`src/rtl/core/fsp_pkg.sv`:
```
// Shared types and constants for the flow sensor frame parser.
// Used by fsp_parser and flow_sensor_frame_parser_top; depends on nothing.
`default_nettype none

package fsp_pkg;

  localparam int unsigned FRAME_LENGTH = 9;
  localparam int unsigned POS_W        = 4;

  typedef logic [POS_W-1:0] pos_t;

  // Frame positions.
  localparam pos_t POS_HEADER   = 4'd0;
  localparam pos_t POS_SKIP     = 4'd1;
  localparam pos_t POS_X_LO     = 4'd2;
  localparam pos_t POS_Y_HI     = 4'd5;
  localparam pos_t POS_CHECKSUM = 4'd6;
  localparam pos_t POS_LAST     = pos_t'(FRAME_LENGTH - 1);

  // Configuration register indexes, taken from paddr[2].
  localparam logic REG_HEADER = 1'b0;
  localparam logic REG_TAIL   = 1'b1;

  localparam logic [7:0] HEADER_RESET = 8'hfe;
  localparam logic [7:0] TAIL_RESET   = 8'haa;

  localparam int unsigned CFG_ADDR_W = 3;
  localparam int unsigned CFG_DATA_W = 32;

  typedef struct packed {
    logic               valid;
    logic signed [15:0] speed_x;
    logic signed [15:0] speed_y;
  } fsp_result_t;

endpackage

`default_nettype wire

```
`src/rtl/core/fsp_parser.sv`:
```
// Frame position tracker, payload capture and checksum check for one byte.
// Depends on fsp_pkg for positions and the result struct.
`default_nettype none

module fsp_parser
  import fsp_pkg::*;
(
  input  wire logic        clk,
  input  wire logic        rst_n,
  input  wire logic        accept,
  input  wire logic [7:0]  rx_byte,
  input  wire logic [7:0]  header_value,
  output fsp_result_t      result
);

  pos_t       byte_position_r, byte_position_nxt;
  logic [7:0] running_sum_r, running_sum_nxt;
  logic [7:0] payload_r [4];
  logic       payload_we;
  logic [1:0] payload_idx;

  always_comb begin
    byte_position_nxt = byte_position_r;
    running_sum_nxt   = running_sum_r;
    payload_we        = 1'b0;
    payload_idx       = 2'(byte_position_r - POS_X_LO);
    result.valid      = 1'b0;
    result.speed_x    = {payload_r[1], payload_r[0]};
    result.speed_y    = {payload_r[3], payload_r[2]};
    if (byte_position_r == POS_HEADER) begin
      if (rx_byte == header_value) begin
        running_sum_nxt   = 8'd0;
        byte_position_nxt = POS_SKIP;
      end
    end else if (byte_position_r == POS_SKIP) begin
      byte_position_nxt = POS_X_LO;
    end else if (byte_position_r >= POS_X_LO && byte_position_r <= POS_Y_HI) begin
      payload_we        = 1'b1;
      running_sum_nxt   = running_sum_r + rx_byte;
      byte_position_nxt = byte_position_r + pos_t'(1);
    end else if (byte_position_r == POS_CHECKSUM) begin
      // A zero checksum is rejected even when it matches.
      result.valid      = (rx_byte == running_sum_r) && (rx_byte != 8'd0);
      byte_position_nxt = byte_position_r + pos_t'(1);
    end else if (byte_position_r < POS_LAST) begin
      byte_position_nxt = byte_position_r + pos_t'(1);
    end else begin
      byte_position_nxt = POS_HEADER;
    end
    result.valid = result.valid && accept;
  end

  always_ff @(posedge clk) begin
    if (!rst_n) begin
      byte_position_r <= POS_HEADER;
      running_sum_r   <= 8'd0;
    end else if (accept) begin
      byte_position_r <= byte_position_nxt;
      running_sum_r   <= running_sum_nxt;
    end
  end

  always_ff @(posedge clk) begin
    if (accept && payload_we) begin
      payload_r[payload_idx] <= rx_byte;
    end
  end

  position_in_frame: assert property (@(posedge clk) disable iff (!rst_n)
    byte_position_r <= POS_LAST)
    else $error("frame position beyond the last byte");

  result_only_on_checksum: assert property (@(posedge clk) disable iff (!rst_n)
    result.valid |=> byte_position_r == POS_CHECKSUM + pos_t'(1))
    else $error("result produced outside the checksum byte");

endmodule

`default_nettype wire

```
`src/rtl/core/flow_sensor_frame_parser_top.sv`:
```
// Top level of the flow sensor frame parser: config registers, parser, output buffer.
// Depends on fsp_pkg and fsp_parser.
//
// Usage:
//   The in_ channel carries one received serial byte per word (in_rx_byte). A word
//   is taken at a clock edge where in_valid is high and in_stall is low. Bytes are
//   tracked through a nine-byte frame: header, spare, X low/high, Y low/high,
//   checksum, spare, tail. When the checksum byte matches the 8-bit sum of the four
//   payload bytes and is nonzero, one word with out_speed_x and out_speed_y goes out.
//   The result is registered in the output register, or in the skid register behind a
//   stalled word. Throughput is one byte per cycle while in_stall is low; the position
//   and running-sum update is a single short stage. A two-entry output buffer (output
//   register plus skid register) lets bytes keep flowing while a result waits on
//   out_stall; in_stall rises only once both are full, and it is driven from a register.
//   The APB port holds header_value (address 0) and tail_value (address 4); write
//   them only while the block is idle. tail_value is readable but has no effect.
//   Synchronous reset (rst_n low) returns to the header position, clears the sum,
//   empties the output buffer and restores header 0xFE and tail 0xAA.
`default_nettype none

module flow_sensor_frame_parser_top
  import fsp_pkg::*;
(
  input  wire logic                  clk,
  input  wire logic                  rst_n,
  input  wire logic                  in_valid,
  output logic                       in_stall,
  input  wire logic [7:0]            in_rx_byte,
  output logic                       out_valid,
  input  wire logic                  out_stall,
  output logic signed [15:0]         out_speed_x,
  output logic signed [15:0]         out_speed_y,
  input  wire logic                  psel,
  input  wire logic                  penable,
  input  wire logic                  pwrite,
  input  wire logic [CFG_ADDR_W-1:0] paddr,
  input  wire logic [CFG_DATA_W-1:0] pwdata,
  output logic [CFG_DATA_W-1:0]      prdata,
  output logic                       pready
);

  logic [7:0]  header_value_r;
  logic [7:0]  tail_value_r;
  logic        cfg_we;
  logic        in_accept;
  fsp_result_t result;

  logic               out_valid_r;
  logic signed [15:0] out_speed_x_r;
  logic signed [15:0] out_speed_y_r;
  logic               skid_valid_r;
  logic signed [15:0] skid_speed_x_r;
  logic signed [15:0] skid_speed_y_r;
  logic               out_pop;

  // Configuration port.
  assign pready = 1'b1;
  assign cfg_we = psel && penable && pwrite && pready;

  always_ff @(posedge clk) begin
    if (!rst_n) begin
      header_value_r <= HEADER_RESET;
      tail_value_r   <= TAIL_RESET;
    end else if (cfg_we) begin
      case (paddr[2])
        REG_HEADER: header_value_r <= pwdata[7:0];
        REG_TAIL:   tail_value_r   <= pwdata[7:0];
        default:    ;
      endcase
    end
  end

  always_comb begin
    case (paddr[2])
      REG_HEADER: prdata = CFG_DATA_W'(header_value_r);
      REG_TAIL:   prdata = CFG_DATA_W'(tail_value_r);
      default:    prdata = '0;
    endcase
  end

  // Parser.
  assign in_stall  = skid_valid_r;
  assign in_accept = in_valid && !in_stall;

  fsp_parser u_parser (
    .clk          (clk),
    .rst_n        (rst_n),
    .accept       (in_accept),
    .rx_byte      (in_rx_byte),
    .header_value (header_value_r),
    .result       (result)
  );

  // Output register with a skid register behind it.
  assign out_pop = out_valid_r && !out_stall;

  always_ff @(posedge clk) begin
    if (!rst_n) begin
      out_valid_r  <= 1'b0;
      skid_valid_r <= 1'b0;
    end else begin
      if (skid_valid_r) begin
        // No byte is taken while the skid register is full.
        if (out_pop) begin
          out_valid_r  <= 1'b1;
          skid_valid_r <= 1'b0;
        end
      end else if (result.valid) begin
        if (!out_valid_r || out_pop) begin
          out_valid_r <= 1'b1;
        end else begin
          skid_valid_r <= 1'b1;
        end
      end else if (out_pop) begin
        out_valid_r <= 1'b0;
      end
    end
  end

  always_ff @(posedge clk) begin
    if (skid_valid_r) begin
      if (out_pop) begin
        out_speed_x_r <= skid_speed_x_r;
        out_speed_y_r <= skid_speed_y_r;
      end
    end else if (result.valid) begin
      if (!out_valid_r || out_pop) begin
        out_speed_x_r <= result.speed_x;
        out_speed_y_r <= result.speed_y;
      end else begin
        skid_speed_x_r <= result.speed_x;
        skid_speed_y_r <= result.speed_y;
      end
    end
  end

  assign out_valid   = out_valid_r;
  assign out_speed_x = out_speed_x_r;
  assign out_speed_y = out_speed_y_r;

  skid_behind_output: assert property (@(posedge clk) disable iff (!rst_n)
    skid_valid_r |-> out_valid_r)
    else $error("skid register holds a word while the output register is empty");

  skid_fills_only_on_stall: assert property (@(posedge clk) disable iff (!rst_n)
    $rose(skid_valid_r) |-> $past(out_valid_r && out_stall))
    else $error("skid register filled without a stalled output");

  stalled_word_kept: assert property (@(posedge clk) disable iff (!rst_n)
    (out_valid_r && out_stall) |=> out_valid_r)
    else $error("stalled output word was dropped");

endmodule

`default_nettype wire
```
`config.mk`:
```
export PLATFORM = sky130hd
export DESIGN_NAME = flow_sensor_frame_parser_top
export DESIGN_NICKNAME = d
export VERILOG_FILES = /design/src/rtl/core/fsp_pkg.sv /design/src/rtl/core/fsp_parser.sv /design/src/rtl/core/flow_sensor_frame_parser_top.sv
export SDC_FILE = /design/constraint.sdc
export NUM_CORES = 1
export LEC_CHECK = 0
export BUFFER_PORTS_ARGS = -buffer_cell sky130_fd_sc_hd__buf_4
export CORE_ASPECT_RATIO = 1.2
export CORE_MARGIN = 1.5
export CORE_UTILIZATION = 55
export CTS_BUF_LIST = sky130_fd_sc_hd__clkbuf_4
export DETAILED_ROUTE_END_ITERATION = 8
export PLACE_DENSITY = 0.84
export RECOVER_POWER = 25
export SETUP_SLACK_MARGIN = 0.1
export SYNTH_ARGS = -nofsm -noshare
export SYNTH_HDL_FRONTEND = slang
export SYNTH_SLANG_ARGS = --single-unit
```
`constraint.sdc`:
```
create_clock -name clk -period 6.42 [get_ports clk]
set_input_delay 1.284 -clock clk [delete_from_list [all_inputs] [get_ports clk]]
set_output_delay 1.284 -clock clk [all_outputs]
set_load 0.01 [all_outputs]
```
# --- Yosys cells after proc, flatten, opt, wreduce, memory -nomap -nowiden ---
# Memories as Yosys holds them, arrays and structs flattened.
# Cells that the tools add are included.
word_totals:
  ff_bits: 94
  latch_bits: 0
  mem_bits_rw: 32
  rom_bits: 0
  input_bits: 50
  memories: 1
classes:
  add_sub_neg: 3
  n_mul: 0
  div: 0
  n_lt_le_gt_ge: 3
  eq_ne: 8
  shift: 0
  n_mux: 37
  n_bitwise: 3
  n_reduce_logical: 25
mem_list:
  columns: ["name", "depth", "width", "read_ports", "rd_ports_with_merged_regs", "write_ports", "line", "rtl"]
  rows:
  - ["u_parser.payload_r", 4, 8, 4, 0, 1, "fsp_parser.sv:18", "logic [7:0] payload_r [4];"]
op_table:
  columns: ["op", "count"]
  rows:
  - ["$mux W16", 8]
  - ["$pmux W32 S2", 1]
  - ["$mux W8", 4]
  - ["$mux W4", 6]
  - ["$mux W1", 18]
  - ["$eq A8 B8 Y1", 2]
  - ["$reduce_and A3 Y1", 3]
  - ["$add A8 B8 Y8", 1]
  - ["$logic_and A1 B1 Y1", 8]
  - ["$reduce_bool A2 Y1", 4]
  - ["$reduce_bool A8 Y1", 1]
  - ["$reduce_and A2 Y1", 3]
  - ["$add A4 B1 Y4 const B", 1]
  - ["$eq A4 B1 Y1 const B", 1]
  - ["$eq A4 B3 Y1 const B", 1]
  - ["$ge A4 B2 Y1 const B", 1]
  - ["$le A4 B3 Y1 const B", 1]
  - ["$logic_not A4 Y1", 1]
  - ["$lt A4 B4 Y1 const B", 1]
  - ["$ne A2 B1 Y1 const B", 2]
  - ["$reduce_and A4 Y1", 1]
  - ["$logic_not A1 Y1", 3]
  - ["$ne A3 B1 Y1 const B", 1]
  - ["$not A1 Y1", 3]
  - ["3 further kinds", 3]

# --- Logic depth before layout (Yosys ltp) ---
# Gate-level depths: netlist (run 1).
logic_depth:
  ltp_word: 9
  depth_mapped: 8

# --- Cells and area by module ---
# From an unflattened synthesis (run 1), not the netlist that was laid out.
hier_totals:
  cells_unflattened: 410
  hier_area_um2: 5679.2
by_module_without_submodules:
  columns: ["module", "instances", "cells_per_inst", "area_per_inst_um2", "seq_area_each_um2"]
  rows:
  - ["flow_sensor_frame_parser_top", 1, 217, 3435.8, 2282.2]
  - ["fsp_parser", 1, 193, 2243.4, 1201.2]

# --- Worst setup path before layout (run 1) ---
# Ideal clock, no wire load.
synth_timing:
  path_kind: "input-to-reg"
  start: "input port in_rx_byte[3]"
  end: "register out_speed_x_r[0] (netlist: out_speed_x[0]) (enable)"
  setup_ps: 470
  arrival_time_ps: 5040
  t_required_ps: 5950
  setup_slack_ps: 910
  path_stages: 4
  path_buffers: 0
  cell_sequence: "ha_1 or4_1 or4_4 a21boi_0"
synth_between:
  elab_chain_len: 9
  elab_cells_between_ends: 10
synth_rtl:
  columns: ["item", "line", "rtl"]
  rows:
  - ["start, declared", "flow_sensor_frame_parser_top.sv:28", "input wire logic [7:0] in_rx_byte,"]
  - ["$eq A8 B8 Y1 / $reduce_bool A8 Y1 (equally long branches)", "fsp_parser.sv:43", "result.valid = (rx_byte == running_sum_r) && (rx_byte != 8'd0);"]
  - ["$logic_and A1 B1 Y1 *", "fsp_parser.sv:43", null]
  - ["$mux W1 *", "fsp_parser.sv:41", "end else if (byte_position_r == POS_CHECKSUM) begin"]
  - ["$mux W1 *", "fsp_parser.sv:37", "end else if (byte_position_r >= POS_X_LO && byte_position_r <= POS_Y_HI) begin"]
  - ["$mux W1 *", "fsp_parser.sv:35", "end else if (byte_position_r == POS_SKIP) begin"]
  - ["$mux W1 *", "fsp_parser.sv:30", "if (byte_position_r == POS_HEADER) begin"]
  - ["$logic_and A1 B1 Y1 *", "fsp_parser.sv:50", "result.valid = result.valid && accept;"]
  - ["$reduce_bool A2 Y1 (no source line) *", null, null]
  - ["$reduce_and A3 Y1 (no source line) *", null, null]
  - ["end signal, assigned", "flow_sensor_frame_parser_top.sv:123", "out_speed_x_r <= skid_speed_x_r;"]
  - ["end signal, assigned", "flow_sensor_frame_parser_top.sv:128", "out_speed_x_r <= result.speed_x;"]
  - ["end, declared", "flow_sensor_frame_parser_top.sv:49", "logic signed [15:0] out_speed_x_r;"]
# Mark *: on every way between the ends. The rest lies on a longest branch, timed or not.
# A chain may end at the register's enable or synchronous reset.

# --- Worst setup path in the final report (run 1) ---
layout_timing:
  start: "input port in_rx_byte[2]"
  end: "register out_speed_x_r[10] (netlist: out_speed_x[10]) (enable)"
# Same word-level chain as after synthesis.

==> impl_metrics.py, run 1 <==
metrics = {
    "floorplanning": {
        "io_pins": 117,
        "rows": 39,
        "coreArea_sq_mm": 0.00947,
        "initial_core_util": 0.564,
        "die_x_um": 92.9,
        "dieArea_sq_mm": 0.0103,
        "die_height_um": 111,
    },
    "detailed_routing": {
        "drt-total-wl_um": 9820,
        "drt-pass1-iter-count": 5,
        "ant_nets": 0,
        "routed_via_density": 5.42,
        "drc": 0,
        "vias": 3238,
        "drt_first_iter_violations": 190,
        "wl_per_cell_um": 16.4,
    },
    "cts": {
        "root_buffer": "clkbuf_4",
        "htree_levels": 4,
        "ctsHoldBuffers": 0,
        "cts_tree": "yes",
        "clkSinkCount": 126,
        "cts_setup_buffers": 0,
        "cts_buffers": 17,
        "clk_pin_slew_worst_paths_ns": 0.11,
        "max-clock-path-buffers": 2,
        "insertion_delay_ns": 0.50,
        "ctsResizeCount": 0,
    },
    "flow_run": {
        "maxCapViolations": 1,
    },
    "worst_setup_path": {
        "crit_slowest_cell": "a21boi_4",
        "arrival_ns": 4.00,
        "path_max_fanout": 32,
        "cpPeakStageDelay_ns": 0.86,
        "crit_chain": "clkbuf_1 -> ha_1 -> or4_1 -> or4_4 -> a21boi_4",
        "required_ns": 6.52,
        "worstSetupEndpointType": "flip-flop",
        "path_class": "in2reg",
        "crit_path_start_kind": "primary input",
    },
    "yosys": {
        "ys_warn_count": 0,
        "synth_edf_count": 96,
        "synthArstFlopShare": 0,
        "synthTopCellsByArea": "edfxtp_1, dfxtp_1, mux2_2",
        "yosys.area.top_type": "edfxtp_1",
        "yosysSeqAreaShare": 0.653,
        "yosysTopAreaCellShare": 0.540,
        "synth.ff_latch_count": 126,
        "synth_ff_type": "edfxtp_1",
        "synthDistinctLibCells": 53,
        "synth_area_sq_mm": 0.00534,
        "syn_avg_cell_area_sq_um": 13.9,
        "synthCells": 385,
    },
    "timing": {
        "rsz0062_at_grt": "no",
        "finalClockSkew_ns": 0.0224,
        "hold_viol": 0,
        "finalMaxSlewViolations": 37,
        "relSlewSlack": -0.318,
        "setup_tns_ns": 0,
        "min_period_ns": 3.90,
        "max_clock_freq_mhz": 256,
        "setup_viol": 0,
        "timing.final.crit_share": 0.608,
        "tightest_slew_ns": 1.98,
    },
    "power": {
        "finalPower_mw": 1.44,
        "powerDensity_mw_per_mm2": 236,
        "leakage_nw": 2.29,
        "peakVddDrop_mv": 0.115,
    },
    "cells_and_area": {
        "final_nets": 524,
        "drive_gt1_frac": 0.283,
        "final_cell_mix": "edfxtp_1, buf_4, mux2_2",
        "final_common_cell": "edfxtp_1",
        "areaGrowthSynthToFinish_pct": 14.4,
    },
    "placement": {
        "numPortBuffers": 65,
        "dp_hpwl_um": 6700,
        "gp_congestion": 0.850,
    },
    "outcome": {
        "failed_checks": "capacitance limit, slew limit",
        "outcome": "finished, violations left",
    },
    "grt": {
        "grt_use_total": 0.199,
        "antenna_found_initial": 1,
        "grt_pass1_vias": 3077,
        "overflow": 0,
        "grt_max_degree": 37,
        "grt_pass1_wl_um": 15500,
    },
    "min_path": {
        "hold_class": "reg2reg",
    },
}
## power breakdown
part	leakage, nW	internal [mW]	total [mW]	switching (mW)
logic	1.04	0.0227	0.0581	0.0354
registers	1.11	0.871	0.873	0.00250
clock network	0.154	0.247	0.509	0.262
## kinds of logic (layout without fill, tap and decap cells)
| logic type | after synthesis | in the layout | synth area share |
|---|---|---|---|
| DFF | 126 | 126 | 0.653 |
| and+or+nand+nor | 95 | 95 | 0.0894 |
| AOI/OAI and AO/OA | 49 | 49 | 0.0666 |
| buffers and inverters | 47 | 112 | 0.0511 |
| muxes | 41 | 41 | 0.0863 |
| adders and majority gates | 14 | 14 | 0.0342 |
| xor gates and xnor gates | 11 | 11 | 0.0181 |
| other | 2 | 26 | 0.00141 |
## final timing paths
check | start | endpoint | slack (ns) | cells after the start
setup / recovery | in_rx_byte[2] | out_speed_x[10] | 2.52 | 5
hold / removal | u_parser.payload_r[1][3] | skid_speed_x_r[11] | 0.44 | 0
setup reg to reg | in_stall | out_speed_x[10] | 3.01 | 3
hold reg to reg | u_parser.payload_r[1][3] | skid_speed_x_r[11] | 0.44 | 0
## routing by layer
| layer | routed length, um | track usage | up-vias |
|---|---|---|---|
| li1 | - | - | 1528 |
| met1 | 3980 | 0.241 | 1580 |
| met2 | 5160 | 0.337 | 121 |
| met3 | 510 | 0.0535 | 9 |
| met4 | 160 | 0.0758 | 0 |
| met5 | 0 | 0 | - |
## Yosys cell counts, drive strengths merged (3+ instances only)
master / count
nand3: 18
clkbuf: 4
nor2b: 5
or4: 4
nand2b: 5
edfxtp: 96
nand2: 37
o21bai: 3
a21boi: 8
dfxtp: 30
a21o: 3
buf: 30
o21ai: 11
a22o: 3
and2: 4
a21oi: 4
xnor2: 9
mux2: 40
ha: 13
inv: 13
nor2: 10
## through the flow
step                hold WS, ns  cell area (sq um)   util  std cells  setup slack, ns
floorplan                 0.422               5420      -        408            0.910
global placement          0.429               5870  0.620        564             2.27
detailed placement        0.435               5870  0.620        564             2.22
CTS                       0.442               6130  0.648        596             2.76
global route              0.463               6100  0.645        597             2.34
finish                    0.437               6100  0.645        597             2.52
## registers in the layout, indices dropped and copies added, names as in the netlist
register / cells
header_value_r: 8
in_stall: 1
out_speed_x: 16
out_speed_y: 16
out_valid: 1
skid_speed_x_r: 16
skid_speed_y_r: 16
tail_value_r: 8
u_parser.byte_position_r: 4
u_parser.payload_r: 32
u_parser.running_sum_r: 8
## worst max-delay path, delay by kind of cell
family	cells	cell delay (ns)
AND/OR/NAND/NOR	2	1.09
AO/OA/AOI/OAI	1	0.86
buffers and inverters	1	0.39
adder cells (fa/ha/maj)	1	0.37
## final cells by class
class                   instances  area, sq um
flip-flops and latches        126         3480
fillers                       709         3360
multi-input cells             235         1680
repair buffers                 67          469
clock buffers                  22          165
well taps                     123          154
clock inverters                10          100
inverters                      13         48.8
diodes                          1         2.50
Note: power is estimated with default switching activity, not from simulation.
==> inputs of run 2 (changes only) <==
==> constraint.sdc (replaced) <==
create_clock -name clk -period 3.66 [get_ports clk]
set_input_delay 0.732 -clock clk [delete_from_list [all_inputs] [get_ports clk]]
set_output_delay 0.732 -clock clk [all_outputs]
set_load 0.01 [all_outputs]
==> run 2 against run 1 <==
The run now ends clean. Die area did not move. Non-clock buffer count rose by 1. Final cell count rose by 0.17%. Combinational power rose by 77%. Largest cell class unchanged.
==> impl_metrics.py, run 2 (synthesized netlist as in run 1, its figures left out) <==
metrics = {
    "outcome": {
        "outcome": "complete, no violations",
    },
    "grt": {
        "grt_use_total": 0.210,
        "overflow": 0,
        "grt_max_degree": 37,
        "antenna_found_initial": 1,
        "grt_pass1_vias": 3270,
        "grt_pass1_wl_um": 16300,
    },
    "detailed_routing": {
        "wl_per_cell_um": 17.1,
        "vias": 3243,
        "drt-pass1-iter-count": 4,
        "drt_first_iter_violations": 195,
        "drt-total-wl_um": 10200,
        "routed_via_density": 5.42,
        "drc": 0,
        "ant_nets": 0,
    },
    "cells_and_area": {
        "nFillCells": 664,
        "final_nets": 525,
        "largest_reg_flops": 32,
        "regMostFlops": "u_parser.payload_r",
        "final_cell_mix": "edfxtp_1, buf_4, mux2_2",
        "drive_gt1_frac": 0.287,
        "final_common_cell": "edfxtp_1",
        "fin_cells": 598,
        "areaGrowthSynthToFinish_pct": 15.3,
    },
    "flow_run": {
        "maxCapViolations": 0,
    },
    "cts": {
        "cts_setup_buffers": 0,
        "root_buffer": "clkbuf_4",
        "cts_tree": "yes",
        "max-clock-path-buffers": 2,
        "clkSinkCount": 126,
        "insertion_delay_ns": 0.52,
        "clk_pin_slew_worst_paths_ns": 0.10,
        "ctsResizeCount": 0,
        "ctsHoldBuffers": 0,
        "cts_buffers": 17,
        "htree_levels": 4,
    },
    "worst_setup_path": {
        "crit_path_start_kind": "primary input",
        "path_class": "in2reg",
        "worstSetupEndpointType": "flip-flop",
        "arrival_ns": 3.02,
        "path_max_fanout": 32,
        "crit_slowest_cell": "or4_1",
        "critPathTopFamily": "simple AND/OR/NAND/NOR gates",
        "cpPeakStageDelay_ns": 0.55,
        "required_ns": 3.87,
        "crit_chain": "clkbuf_1 -> ha_1 -> or4_1 -> or4_4 -> a21boi_2 -> buf_12",
        "critPathBufInv": 2,
    },
    "timing": {
        "setup_viol": 0,
        "worst_hold_slack_ns": 0.434,
        "max_clock_freq_mhz": 356,
        "hold_viol": 0,
        "rsz0062_at_grt": "no",
        "relSlewSlack": 0.641,
        "setup_tns_ns": 0,
        "timing.final.crit_share": 0.768,
        "finalClockSkew_ns": 0.0188,
        "finalWorstSetupSlack_ns": 0.850,
        "min_period_ns": 2.81,
        "tightest_slew_ns": 0.536,
        "finalMaxSlewViolations": 0,
    },
    "placement": {
        "dp_hpwl_um": 6610,
        "place_ws_ns": 0.518,
        "numPortBuffers": 65,
        "place_inst": 565,
        "gp_congestion": 0.815,
    },
    "floorplanning": {
        "dieArea_sq_mm": 0.0103,
        "io_pins": 117,
        "coreArea_sq_mm": 0.00947,
        "initial_core_util": 0.564,
        "rows": 39,
        "die_x_um": 92.9,
        "die_height_um": 111,
    },
    "min_path": {
        "hold_class": "in2reg",
    },
    "power": {
        "finalPower_mw": 2.60,
        "powerDensity_mw_per_mm2": 422,
        "leakage_nw": 2.30,
        "peakVddDrop_mv": 0.231,
    },
}
run 2: power by group:
group	internal [mW]	leakage [nW]	switching [mW]	total [mW]
clock network	0.470	0.158	0.492	0.962
registers	1.53	1.11	0.00458	1.53
logic	0.0399	1.04	0.0633	0.103
run 2: cell type report:
cell class | count | area (sq um) | area share
Sequential cell | 126 | 3480 | 0.566
Multi-Input combinational cell | 235 | 1670 | 0.272
Timing Repair Buffer | 68 | 505 | 0.0822
Tap cell | 123 | 154 | 0.0250
Clock inverter | 14 | 151 | 0.0246
Clock buffer | 18 | 135 | 0.0220
Inverter | 13 | 48.8 | 0.00793
Antenna cell | 1 | 2.50 | 0.000407
run 2: path summary, 6_finish.rpt:
path / startpoint / endpoint / slack [ns] / depth (start not counted)
worst min register to register: u_parser.payload_r[3][3] / skid_speed_y_r[11] / 0.44 / 0
worst max-delay path: in_rx_byte[3] / out_speed_x[15] / 0.85 / 6
worst max register to register: u_parser.running_sum_r[3] / out_speed_x[15] / 1.12 / 5
worst min-delay path: pwdata[3] / header_value_r[3] / 0.43 / 3
run 2: routing by layer:
layer / part of all wire / vias to the layer above / global-route usage
li1: - / 1532 / -
met1: 0.41 / 1584 / 0.248
met2: 0.53 / 110 / 0.363
met3: 0.044 / 17 / 0.0542
met4: 0.018 / 0 / 0.0828
met5: 0 / - / 0
run 2: worst register-to-register path, stage by stage (launching register included):
cell	delay [ns]
dfxtp_1	0.33
ha_1	0.34
or4_1	0.55
or4_4	0.54
a21boi_2	0.23
buf_12	0.24
run 2: through the flow:
stage	utilization	cell area, sq um
floorplan	-	5430
global placement	0.623	5890
detailed placement	0.623	5890
CTS	0.653	6180
global route	0.650	6150
finish	0.650	6150
==> inputs of run 3 (changes only) <==
--- a/config.mk
+++ b/config.mk
@@ -8,10 +8,10 @@
 export BUFFER_PORTS_ARGS = -buffer_cell sky130_fd_sc_hd__buf_4
 export CORE_ASPECT_RATIO = 1.2
 export CORE_MARGIN = 1.5
-export CORE_UTILIZATION = 55
+export CORE_UTILIZATION = 51
 export CTS_BUF_LIST = sky130_fd_sc_hd__clkbuf_4
 export DETAILED_ROUTE_END_ITERATION = 8
-export PLACE_DENSITY = 0.84
+export PLACE_DENSITY = 0.82
 export RECOVER_POWER = 25
 export SETUP_SLACK_MARGIN = 0.1
 export SYNTH_ARGS = -nofsm -noshare
==> constraint.sdc (replaced) <==
create_clock -name clk -period 2.5 [get_ports clk]
set_input_delay 0.5 -clock clk [delete_from_list [all_inputs] [get_ports clk]]
set_output_delay 0.5 -clock clk [all_outputs]
set_load 0.01 [all_outputs]
==> run 3 against run 2 <==
Die area grew 7.6%. Worst hold slack worse by 0.24 ns. Sequential power is 46% higher. Clock power grew 52%. Critical path depth stayed put. First-iteration DRC count grew 5.1%.
==> impl_metrics.py, run 3 (synthesized netlist as in run 1, its figures left out) <==
metrics = {
    "power": {
        "sw_frac_of_total": 0.207,
        "p_int_mw": 3.07,
        "comb_power_share": 0.043,
        "powerDensity_mw_per_mm2": 597,
        "peakVddDrop_mv": 0.254,
        "p_clk_frac": 0.377,
        "p_switching_uw": 802,
        "leakage_nw": 2.44,
        "seqPwrFrac": 0.580,
    },
    "worst_setup_path": {
        "required_ns": 2.73,
        "worstSetupEndpointType": "flip-flop",
        "path_class": "reg2reg",
        "crit_path_start_kind": "flip-flop",
        "arrival_ns": 2.65,
        "reg2reg_from": "u_parser.running_sum_r[6]",
        "r2r_slack_ns": 0.08,
        "path_max_fanout": 20,
        "reg2reg_depth": 6,
        "r2r_end": "skid_speed_x_r[15]",
    },
    "cells_and_area": {
        "final_common_cell": "edfxtp_1",
        "postLayoutCellArea_sq_mm": 0.00648,
        "areaGrowthSynthToFinish_pct": 21.5,
        "multi_input_area_sq_mm": 0.00174,
        "regArea_sq_mm": 0.00349,
        "final_cell_mix": "edfxtp_1, buf_4, mux2_2",
        "nFillCells": 740,
        "final_nets": 551,
        "fin_cells": 627,
        "regMostFlops": "u_parser.payload_r",
        "drive_gt1_frac": 0.330,
        "largest_reg_flops": 32,
    },
    "min_path": {
        "hold_end": "header_value_r[2]",
        "hold_class": "in2reg",
        "min_from": "pwdata[2]",
        "hold_depth": 3,
    },
    "floorplanning": {
        "die_x_um": 96.4,
        "io_pins": 117,
        "die_height_um": 115,
        "coreArea_sq_mm": 0.0101,
        "dieArea_sq_mm": 0.0111,
        "rows": 40,
        "initial_core_util": 0.528,
    },
    "timing": {
        "setup_tns_ns": 0,
        "rsz0062_at_grt": "yes",
        "max_clock_freq_mhz": 413,
        "min_period_ns": 2.42,
        "tightest_slew_ns": 0.544,
        "timing.final.crit_share": 0.968,
        "finalClockSkew_ns": 0.0175,
        "hold_viol": 0,
        "finalWorstSetupSlack_ns": 0.0791,
        "finalMaxSlewViolations": 0,
        "setup_viol": 0,
        "worst_hold_slack_ns": 0.197,
        "relSlewSlack": 0.636,
    },
    "grt": {
        "overflow": 0,
        "grt_pass1_wl_um": 16200,
        "grt_pass1_vias": 3294,
        "antenna_found_initial": 0,
        "grt_max_degree": 37,
        "grt_use_total": 0.200,
    },
    "placement": {
        "place_area_sq_mm": 0.00608,
        "place_inst": 586,
        "dp_hpwl_um": 7060,
        "numPortBuffers": 65,
        "gp_congestion": 0.875,
        "place_ws_ns": -0.213,
    },
    "detailed_routing": {
        "ant_nets": 0,
        "vias": 3334,
        "routed_via_density": 5.32,
        "drt_first_iter_violations": 205,
        "drt-total-wl_um": 10500,
        "drc": 0,
        "drt-pass1-iter-count": 4,
        "wl_per_cell_um": 16.7,
    },
    "cts": {
        "cts_tree": "yes",
        "max-clock-path-buffers": 2,
        "root_buffer": "clkbuf_4",
        "insertion_delay_ns": 0.53,
        "clk_pin_slew_worst_paths_ns": 0.10,
        "htree_levels": 4,
        "cts_buffers": 17,
        "clkSinkCount": 126,
    },
    "outcome": {
        "outcome": "complete, no violations",
    },
    "flow_run": {
        "maxCapViolations": 0,
    },
}
[run 3: how the worst max path moves through the flow]
stage	start	end	slack, ns	cells after the start
2_1_floorplan	in_rx_byte[6]	out_speed_x[0]	-0.31	4
3_5_place_dp	in_rx_byte[6]	out_speed_x[8]	-0.21	6
5_1_grt	u_parser.running_sum_r[6]	skid_speed_x_r[15]	0.04	6
3_3_place_gp	in_rx_byte[6]	out_speed_x[15]	-0.18	6
6_report	u_parser.running_sum_r[6]	skid_speed_x_r[15]	0.08	6
4_1_cts	u_parser.running_sum_r[6]	skid_speed_x_r[8]	0.08	6
[run 3: per-layer routing]
layer / GRT usage / wire, um / part of all wire
met2: 0.339 / 5560 / 0.53
met4: 0.105 / 344 / 0.033
met3: 0.0635 / 544 / 0.052
met1: 0.223 / 4000 / 0.38
met5: 0 / 0 / 0
[run 3: timing repair]
action                     4_1_cts  5_1_grt
pin swaps                        3        0
setup endpoints to repair       64       64
gates cloned                     2        1
setup buffers                    4        1
resized for setup                9        5
hold buffers                     0        0
[run 3: final cells by class]
cell class / count / share of cell area
antenna: 1 / 0.000386
timing repair buffer: 94 / 0.115
inverter: 13 / 0.00753
clock inverter: 8 / 0.0178
tap: 126 / 0.0243
clock buffer: 24 / 0.0278
sequential: 126 / 0.538
multi-input combinational: 235 / 0.269
[run 3: critical path, stage by stage (launching register included)]
cell	delay [ns]
dfxtp_2	0.37
ha_4	0.20
or4_4	0.53
or4_4	0.54
buf_6	0.15
nor2_4	0.14
buf_12	0.19
[run 3: power groups by stage]
| stage | combinational [mW] | clock, mW | sequential [mW] |
|---|---|---|---|
| after floorplan | 0.112 | 0 | 2.29 |
| after global placement | 0.171 | 0 | 2.29 |
| after detailed placement | 0.174 | 0 | 2.29 |
| after CTS | 0.177 | 1.47 | 2.24 |
| after global routing | 0.182 | 1.57 | 2.24 |
| final | 0.166 | 1.46 | 2.24 |
[run 3: stage by stage]
step,util,power [mW]
finish,0.641,3.87
global placement,0.602,2.46
floorplan,-,2.40
detailed placement,0.602,2.46
CTS,0.641,3.89
global route,0.641,4.00
